<file path="src/macfh_pkg.sv">
// Package with payload types and constants for the name-hash MAC address generator.
`timescale 1ns / 1ps

package macfh_pkg;

   localparam logic [31:0] FNV_BASIS    = 32'h811C_9DC5;
   localparam logic [31:0] FNV_PRIME    = 32'h0100_0193;
   localparam logic [63:0] SEED_MIX     = 64'h9E37_79B9_7F4A_7C15;
   localparam logic [63:0] LCG_MUL      = 64'h5851_F42D_4C95_7F2D;
   localparam logic [63:0] LCG_ADD      = 64'h1405_7B7E_F767_814F;
   localparam logic [7:0]  LOCAL_BIT    = 8'h02;
   localparam logic [7:0]  UNICAST_MASK = 8'hFE;
   localparam logic [2:0]  FIRST_OCTET  = 3'd0;
   localparam logic [2:0]  FINAL_OCTET  = 3'd5;

   typedef struct packed {
      logic [7:0]  name_byte;
      logic        has_byte;
      logic [15:0] port;
      logic        last;
   } req_type;

   typedef struct packed {
      logic [7:0] mac_byte;
      logic [2:0] octet_index;
      logic       last_octet;
   } rsp_type;

endpackage

</file>
<file path="src/macfh_mul.sv">
// Shared 32 by 32 bit multiplier with a registered 64-bit product.
`timescale 1ns / 1ps

module macfh_mul (
   input  logic        clock,
   input  logic [31:0] mul_a,
   input  logic [31:0] mul_b,
   output logic [63:0] product
);

   logic [63:0] product_ff;
   logic [63:0] product_in;

   assign product_in = {32'd0, mul_a} * {32'd0, mul_b};

   always_ff @(posedge clock) begin
      product_ff <= product_in;
   end

   assign product = product_ff;

endmodule

</file>
<file path="src/mac_address_from_name_hash_top.sv">
// Top level of the generator that derives a MAC address from a node name and a port.
//
// Name bytes enter one item at a time on the req_ channel. Each present, nonzero byte
// is folded into a 32-bit FNV-1a hash. An item with last set closes the name: a
// 64-bit seed is built from the hash and the port, and six 64-bit LCG steps each
// send one address octet out on the rsp_ channel, octet 0 first. Octet 0 is forced
// to a locally administered unicast value. The hash returns to its offset basis as
// the seed is built. An item that is not last is accepted, multiplied and written
// back; without a byte it is only accepted. A last item goes on to the seed, then
// through states L0 to L4 and an emit state for each octet, on the single shared
// 32 by 32 multiplier that builds each 64-bit product from three partial products.
// req_stall is high while an item is being worked on. When rsp_stall holds an octet,
// the sequencer waits at that octet and resumes when it is taken. Reset clears the
// sequencer and the output valid, and loads the hash with its offset basis and the
// generator state with zero.
`timescale 1ns / 1ps

module mac_address_from_name_hash_top (
   input  logic              clock,
   input  logic              reset,
   input  logic              req_valid,
   output logic              req_stall,
   input  macfh_pkg::req_type req_data,
   output logic              rsp_valid,
   input  logic              rsp_stall,
   output macfh_pkg::rsp_type rsp_data
);

   import macfh_pkg::*;

   localparam logic [3:0] ST_IDLE = 4'd0;
   localparam logic [3:0] ST_HMUL = 4'd1;
   localparam logic [3:0] ST_HWB  = 4'd2;
   localparam logic [3:0] ST_SEED = 4'd3;
   localparam logic [3:0] ST_L0   = 4'd4;
   localparam logic [3:0] ST_L1   = 4'd5;
   localparam logic [3:0] ST_L2   = 4'd6;
   localparam logic [3:0] ST_L3   = 4'd7;
   localparam logic [3:0] ST_L4   = 4'd8;
   localparam logic [3:0] ST_EMIT = 4'd9;

   logic [3:0]  state_ff, state_in;
   logic [31:0] hash_ff, hash_in;
   logic [63:0] gen_ff, gen_in;
   logic [63:0] acc_ff, acc_in;
   logic [2:0]  count_ff, count_in;
   logic [15:0] port_ff, port_in;
   logic        last_ff, last_in;
   logic        rsp_valid_ff, rsp_valid_in;
   rsp_type     rsp_data_ff, rsp_data_in;

   logic [31:0] mul_a;
   logic [31:0] mul_b;
   logic [63:0] product;
   logic        req_fire;
   logic        byte_used;
   logic        out_free;
   logic [7:0]  octet;

   macfh_mul u_mul (
      .clock   (clock),
      .mul_a   (mul_a),
      .mul_b   (mul_b),
      .product (product)
   );

   assign req_fire  = req_valid && !req_stall;
   assign byte_used = req_data.has_byte && (req_data.name_byte != 8'd0);
   assign out_free  = !rsp_valid_ff || !rsp_stall;
   assign octet     = (count_ff == FIRST_OCTET) ?
                      ((gen_ff[63:56] | LOCAL_BIT) & UNICAST_MASK) : gen_ff[63:56];

   always_comb begin
      case (state_ff)
         ST_HMUL: begin
            mul_a = hash_ff;
            mul_b = FNV_PRIME;
         end
         ST_L1: begin
            mul_a = gen_ff[63:32];
            mul_b = LCG_MUL[31:0];
         end
         ST_L2: begin
            mul_a = gen_ff[31:0];
            mul_b = LCG_MUL[63:32];
         end
         default: begin
            mul_a = gen_ff[31:0];
            mul_b = LCG_MUL[31:0];
         end
      endcase
   end

   always_comb begin
      state_in     = state_ff;
      hash_in      = hash_ff;
      gen_in       = gen_ff;
      acc_in       = acc_ff;
      count_in     = count_ff;
      port_in      = port_ff;
      last_in      = last_ff;
      rsp_valid_in = rsp_valid_ff && rsp_stall;
      rsp_data_in  = rsp_data_ff;
      case (state_ff)
         ST_IDLE: begin
            if (req_fire) begin
               port_in = req_data.port;
               last_in = req_data.last;
               if (byte_used) begin
                  hash_in  = hash_ff ^ {24'd0, req_data.name_byte};
                  state_in = ST_HMUL;
               end else if (req_data.last) begin
                  state_in = ST_SEED;
               end
            end
         end
         ST_HMUL: begin
            state_in = ST_HWB;
         end
         ST_HWB: begin
            hash_in  = product[31:0];
            state_in = last_ff ? ST_SEED : ST_IDLE;
         end
         ST_SEED: begin
            gen_in   = {16'd0, hash_ff, 16'd0} ^ {48'd0, port_ff} ^ SEED_MIX;
            hash_in  = FNV_BASIS;
            count_in = FIRST_OCTET;
            state_in = ST_L0;
         end
         ST_L0: begin
            state_in = ST_L1;
         end
         ST_L1: begin
            acc_in   = product;
            state_in = ST_L2;
         end
         ST_L2: begin
            acc_in   = {acc_ff[63:32] + product[31:0], acc_ff[31:0]};
            state_in = ST_L3;
         end
         ST_L3: begin
            acc_in   = {acc_ff[63:32] + product[31:0], acc_ff[31:0]};
            state_in = ST_L4;
         end
         ST_L4: begin
            gen_in   = acc_ff + LCG_ADD;
            state_in = ST_EMIT;
         end
         ST_EMIT: begin
            if (out_free) begin
               rsp_valid_in            = 1'b1;
               rsp_data_in.mac_byte    = octet;
               rsp_data_in.octet_index = count_ff;
               rsp_data_in.last_octet  = (count_ff == FINAL_OCTET);
               if (count_ff == FINAL_OCTET) begin
                  count_in = FIRST_OCTET;
                  state_in = ST_IDLE;
               end else begin
                  count_in = count_ff + 3'd1;
                  state_in = ST_L0;
               end
            end
         end
         default: begin
            state_in = ST_IDLE;
         end
      endcase
   end

   always_ff @(posedge clock) begin
      if (reset) begin
         state_ff     <= ST_IDLE;
         hash_ff      <= FNV_BASIS;
         gen_ff       <= 64'd0;
         count_ff     <= FIRST_OCTET;
         rsp_valid_ff <= 1'b0;
      end else begin
         state_ff     <= state_in;
         hash_ff      <= hash_in;
         gen_ff       <= gen_in;
         count_ff     <= count_in;
         rsp_valid_ff <= rsp_valid_in;
      end
   end

   always_ff @(posedge clock) begin
      acc_ff      <= acc_in;
      port_ff     <= port_in;
      last_ff     <= last_in;
      rsp_data_ff <= rsp_data_in;
   end

   assign req_stall = (state_ff != ST_IDLE);
   assign rsp_valid = rsp_valid_ff;
   assign rsp_data  = rsp_data_ff;

   a_count_range: assert property (@(posedge clock) disable iff (reset)
      count_ff <= FINAL_OCTET)
      else $error("Octet counter left its range.");

   a_hash_restart: assert property (@(posedge clock) disable iff (reset)
      state_ff == ST_SEED |=> hash_ff == FNV_BASIS)
      else $error("Hash did not return to its offset basis after the seed.");

   a_first_octet: assert property (@(posedge clock) disable iff (reset)
      rsp_valid_ff && rsp_data_ff.octet_index == FIRST_OCTET |->
      rsp_data_ff.mac_byte[1] && !rsp_data_ff.mac_byte[0])
      else $error("First octet is not a locally administered unicast value.");

   a_final_flag: assert property (@(posedge clock) disable iff (reset)
      rsp_valid_ff |->
      rsp_data_ff.last_octet == (rsp_data_ff.octet_index == FINAL_OCTET))
      else $error("Final octet flag disagrees with the octet index.");

   a_burst_end: assert property (@(posedge clock) disable iff (reset)
      state_ff == ST_EMIT && out_free && count_ff == FINAL_OCTET |=>
      state_ff == ST_IDLE && rsp_data_ff.last_octet)
      else $error("Sequencer did not return to idle after the final octet.");

endmodule
</file>
<file path="config.mk">
export PLATFORM = sky130hd
export DESIGN_NAME = mac_address_from_name_hash_top
export DESIGN_NICKNAME = d
export VERILOG_FILES = /design/src/macfh_pkg.sv /design/src/macfh_mul.sv /design/src/mac_address_from_name_hash_top.sv
export SDC_FILE = /design/constraint.sdc
export NUM_CORES = 2
export LEC_CHECK = 0
export ABC_AREA = 1
export BUFFER_PORTS_ARGS = -buffer_cell sky130_fd_sc_hd__buf_2
export CELL_PAD_IN_SITES_DETAIL_PLACEMENT = 1
export CELL_PAD_IN_SITES_GLOBAL_PLACEMENT = 1
export CORE_UTILIZATION = 30
export DETAILED_ROUTE_END_ITERATION = 16
export PLACE_DENSITY_LB_ADDON = 0.1
export SYNTH_ARGS = -nofsm -noshare
export SYNTH_HDL_FRONTEND = slang
export SYNTH_HIERARCHICAL = 1
export SYNTH_SLANG_ARGS = --single-unit
</file>
<file path="constraint.sdc">
create_clock -name clock -period 10.45 [get_ports clock]
set_clock_uncertainty 0.1 [all_clocks]
set_input_delay 2.6125 -clock clock [delete_from_list [all_inputs] [get_ports clock]]
set_output_delay 2.6125 -clock clock [all_outputs]
set_load 0.01 [all_outputs]
</file>
; ---- Word-level counts from Yosys, hierarchy flattened
; Cells that the tools add are included.
[totals]
ff_bits = 261
inputBits = 30
output_inout_bits = 14
word_cells = 77
[op_classes]
addsub = 3
mul = 1
eq_ne = 14
muxes = 19
bitwise_logic = 4
n_reduce_logical = 22
[op_table]
columns = op, count
row1 = 64-bit case mux with 2 select lines, 2
row2 = 32-bit case mux with 3 select lines, 1
row3 = 64-bit by 61-bit adder with 64-bit output (second input constant), 1
row4 = 32-bit two-way mux, 2
row5 = 32-bit case mux with 2 select lines, 1
row6 = 32-bit by 31-bit multiplier with 63-bit output, 1
row7 = 31-bit case mux with 2 select lines, 1
row8 = 48-bit by 16-bit bitwise XOR with 48-bit output, 1
row9 = 4-bit case mux with 10 select lines, 1
row10 = 28-bit NOT with 38-bit output, 1
row11 = 32-bit adder, 1
row12 = 32-bit by 8-bit bitwise XOR with 32-bit output, 1
row13 = 4-bit by 3-bit == test with 1-bit output (second input constant), 4
row14 = 4-bit two-way mux, 4
row15 = 3-bit two-way mux, 3
row16 = 4-bit by 2-bit == test with 1-bit output (second input constant), 2
row17 = 4-bit == test (second input constant), 2
row18 = 2-bit AND reduction, 4
row19 = 8-bit nonzero test, 1
row20 = 2-bit inequality test (second input constant), 3
row21 = 3-bit case mux with 2 select lines, 1
row22 = 3-bit AND reduction, 2
row23 = 2-bit nonzero test, 3
row24 = 4-bit by 1-bit == test with 1-bit output (second input constant), 1
row25 = other kinds (14), 19

; ---- Longest topological paths before layout
[logic_depth]
ltp_word = 5
depth_mapped = 37

; ---- Modules after synthesis
; The synthesis kept the hierarchy.
[modules_own_cells]
columns = module, n_inst, cells_each, area_each_um2
row1 = macfh_mul, 1, 5017, 37372.1
row2 = mac_address_from_name_hash_top, 1, 2153, 13930.9

; ---- Worst setup path before layout
; Ideal clock, no wire load.
[synth_timing]
path_kind = register to register
from = register state_ff[0]
to = register u_mul.product_ff[60] (netlist: u_mul/product[60])
setup_ns = 0.112
arrival_ns = 7.863
path_slack_ns = 2.374
path_stages_with_launch = 34
path_buffers = 2
period_less_slack_ns = 8.076
cell_sequence = dfxtp_1 inv_1 nor2_2 inv_2 nor2_2 inv_2 clkbuf_1 o211ai_1 clkbuf_1 nand2_1 inv_1 fa_1 fa_1 inv_1 fa_1 inv_1 fa_1 inv_1 fa_1 fa_1 fa_1 fa_1 inv_1 ha_1 nand2_1 inv_1 a21oi_1 nand2_1 nand2_1 nand2_1 a21oi_1 nand2_1 nand2_1 nand2_1
[synth_between]
elab_chain_len = 3
elab_cells_between_ends = 6
classes_between = mul: 1 / eq/ne: 3 / mux: 2
[synth_lines]
columns = element, line_no
row1 = "start, declared", mac_address_from_name_hash_top.sv:42  ; logic [3:0] state_ff, state_in;
row2 = "start signal, assigned", mac_address_from_name_hash_top.sv:178  ; state_ff <= state_in;
row3 = 4-bit by 3-bit == test with 1-bit output / 4-bit by 1-bit == test with 1-bit output (equally long branches), mac_address_from_name_hash_top.sv:74  ; case (state_ff)
row4 = 31-bit case mux with 2 select lines (*), mac_address_from_name_hash_top.sv:74
row5 = via mul_b[10], mac_address_from_name_hash_top.sv:53  ; logic [31:0] mul_b;
row6 = 32-bit by 31-bit multiplier with 63-bit output (*), macfh_mul.sv:14  ; assign product_in = {32'd0, mul_a} * {32'd0, mul_b};
row7 = via u_mul.product_in[60], macfh_mul.sv:12  ; logic [63:0] product_in;
row8 = "end signal, assigned", macfh_mul.sv:17  ; product_ff <= product_in;
row9 = "end, declared", macfh_mul.sv:11  ; logic [63:0] product_ff;
; Mark *: on every way through the listed nets, which the timed path passes. The rest lies on a longest branch.
; A chain may end at the register's enable or synchronous reset.

; ---- Worst setup path in the final report
[layout_timing]
from = register state_ff[2]
to = register u_mul.product_ff[48] (netlist: u_mul/product[48])
; Same word-level chain as after synthesis.

==> flow_summary_export.csv <==
group,metric,value,unit
status,status,"completed",
critical_path,worst_setup_path_start_kind,"flip-flop",
floorplanning,start_util,0.302,
timing,drv_slew,0,
place,gp_congestion,0.913,
routing,antenna_left,0,
clocking,path_clk_slew,0.06,ns
critical_path,path_common_cell,"fa_1",
timing,report.final.setup_viol,0,
floorplanning,rows,151,
synthesis,netlist_area,51300,sq um
timing,hold_viol_final,0,
final_layout,areaGrowthSynthToFinish,8.14,%
timing,finalSetupTns,0,ns
synthesis,avgSynthCellArea,7.16,sq um
floorplanning,core_region_area,170000,sq um
clocking,cts-htree-levels,2,
synthesis,synth_async_sr_flop_share,0,
clocking,postCtsSetupRepairBufs,0,
grt,grt_pass1_vias,47442,
synthesis,syn_inst,7170,
clocking,clkSinkCount,261,
clocking,cts_tree,"done",
synthesis,ys.flop_type,"dfxtp_1",
routing,num_vias,43323,
final_layout,seq_area,6160,sq um
synthesis,ys_seq_area_frac,0.120,
timing,rsz0062_at_grt,"false",
timing,post-route-min-period,9.33,ns
routing,routed_via_density,4.63,
critical_path,worstSetupPathType,"reg2reg",
critical_path,critPathArrivalTime,9.68,ns
final_layout,multiInputGateArea,37000,sq um
routing,wl_per_cell,21.9,microns
job,drv_cap,0,
synthesis,synth_edf_count,93,
place,post-dp-hpwl,168,mm
critical_path,crit_fanout,41,
final_layout,final_nets,8339,
grt,track_usage,0.239,
floorplanning,ioPinCount,44,
timing,slew_headroom,0.147,
final_layout,drive_above_1_share,0.0504,
worst_hold_path,min_path_type,"reg2reg",
worst_hold_path,holdPathStages,2,
final_layout,fillerInstances,21185,
floorplanning,die_y,416,microns
place,portBuffers,43,
timing,timing.fmax,107,MHz
synthesis,synth.distinct_cells,49,
critical_path,slowest_delay,0.72,ns
floorplanning,dieArea,173000,sq um
critical_path,r2r_cells,28,
clocking,ctsHoldBuffers,0,
final_layout,layout_commonest_cell,"nand2_1",
final_layout,final_cell_mix,"nand2_1 (2287), inv_1 (1962), fa_1 (897)",
routing,drtIter0Drc,2266,
routing,route.detailed.drc,0,
clocking,cts_buffers,36,
clocking,root_buffer,"clkbuf_16",
synthesis,ys_ff_latch,261,
critical_path,cp.required,10.80,ns
grt,antenna_found_initial,2,
timing,max_slew.worst_pin.slew,1.28,ns
clocking,clk_latency,0.56,ns
critical_path,cp_slowest_cell,"buf_4",
timing,period_share,0.892,
grt,grt_max_degree,106,
clocking,clockBufferDepth,3,
routing,totalWireLength,205,mm
critical_path,setup.worst_path.end_class,"flip-flop",
floorplanning,die_w,416,microns
grt,grt_pass1_wl,309,mm
clocking,post_cts_resized,0,
synthesis,ys.warnings.count,6,
grt,grt-ovfl-total,0,
routing,firstDrtPassIters,5,
==> cells by family after synthesis <==
| group | after synthesis | synth area share |
|---|---|---|
| other | 2 | 0.000146 |
| AO/OA/AOI/OAI | 398 | 0.0423 |
| flip-flops | 261 | 0.120 |
| XOR/XNOR | 71 | 0.0121 |
| buffers and inverters | 2243 | 0.165 |
| AND/OR/NAND/NOR | 3003 | 0.239 |
| adder cells (fa/ha/maj) | 1192 | 0.422 |
==> layer usage <==
metal  vias to the layer above  GRT usage  routed length, microns
met1                     22135      0.326                   94800
met5                         -          0                       0
met4                         0     0.0378                    3390
li1                      20457          -                       -
met2                       615      0.424                  102000
met3                       116     0.0118                    4840
==> per-stage QoR <==
stage	setup WS [ns]	instance area, sq um	cells	hold WS, ns	util
after detailed placement	1.10	54300	9297	0.357	0.320
after global routing	0.676	55500	9361	0.384	0.327
final	1.12	55500	9363	0.365	0.327
after floorplan	2.37	51400	7208	0.325	-
after CTS	1.04	55500	9361	0.366	0.327
after global placement	1.10	54300	9297	0.353	0.320
==> path summary, 6_finish.rpt <==
kind	from	to	slack (ns)
worst min register to register	gen_ff[31]	gen_ff[31]	0.37
worst min-delay path	gen_ff[31]	gen_ff[31]	0.37
worst max register to register	state_ff[2]	u_mul/product[48]	1.12
worst max-delay path	state_ff[2]	u_mul/product[48]	1.12
==> critical path, delay by kind of cell (launching register included) <==
kind | cells | cell delay, ns
flip-flops | 1 | 0.37
AND/OR/NAND/NOR | 11 | 2.33
buffers and inverters | 8 | 1.86
adder cells (fa/ha/maj) | 9 | 4.42
==> sequential cells by signal (all words and copies together), names as in the netlist <==
signal and flops:
gen_ff 64, u_mul/product 64, acc_ff 64, last_ff 1, hash_ff 32, port_ff 16, rsp_data 12, count_ff 3
state_ff 4, rsp_valid 1
==> synthesized netlist by cell type (47+ instances only) <==
cell,count,area [sq um]
a21oi_1,187,936
ha_1,295,3690
dfxtp_1,168,3360
nor2_2,47,294
fa_1,897,18000
nand3_1,236,1180
o21ai_0,108,541
clkbuf_1,223,837
nand2_1,2287,8580
xor2_1,54,473
nor2_1,273,1020
inv_1,1964,7370
edfxtp_1,93,2790
==> cell type report <==
type / count / share of cell area
sequential: 261 / 0.111
antenna: 2 / 0.0000902
tap: 2218 / 0.0500
inverter: 1993 / 0.135
timing repair buffer: 121 / 0.0165
clock buffer: 46 / 0.0176
multi-input combinational: 4704 / 0.666
clock inverter: 18 / 0.00350
Power is left out: the tool's default activity adds up to more than one toggle a clock period on the data nets, which glitch-free logic cannot reach.
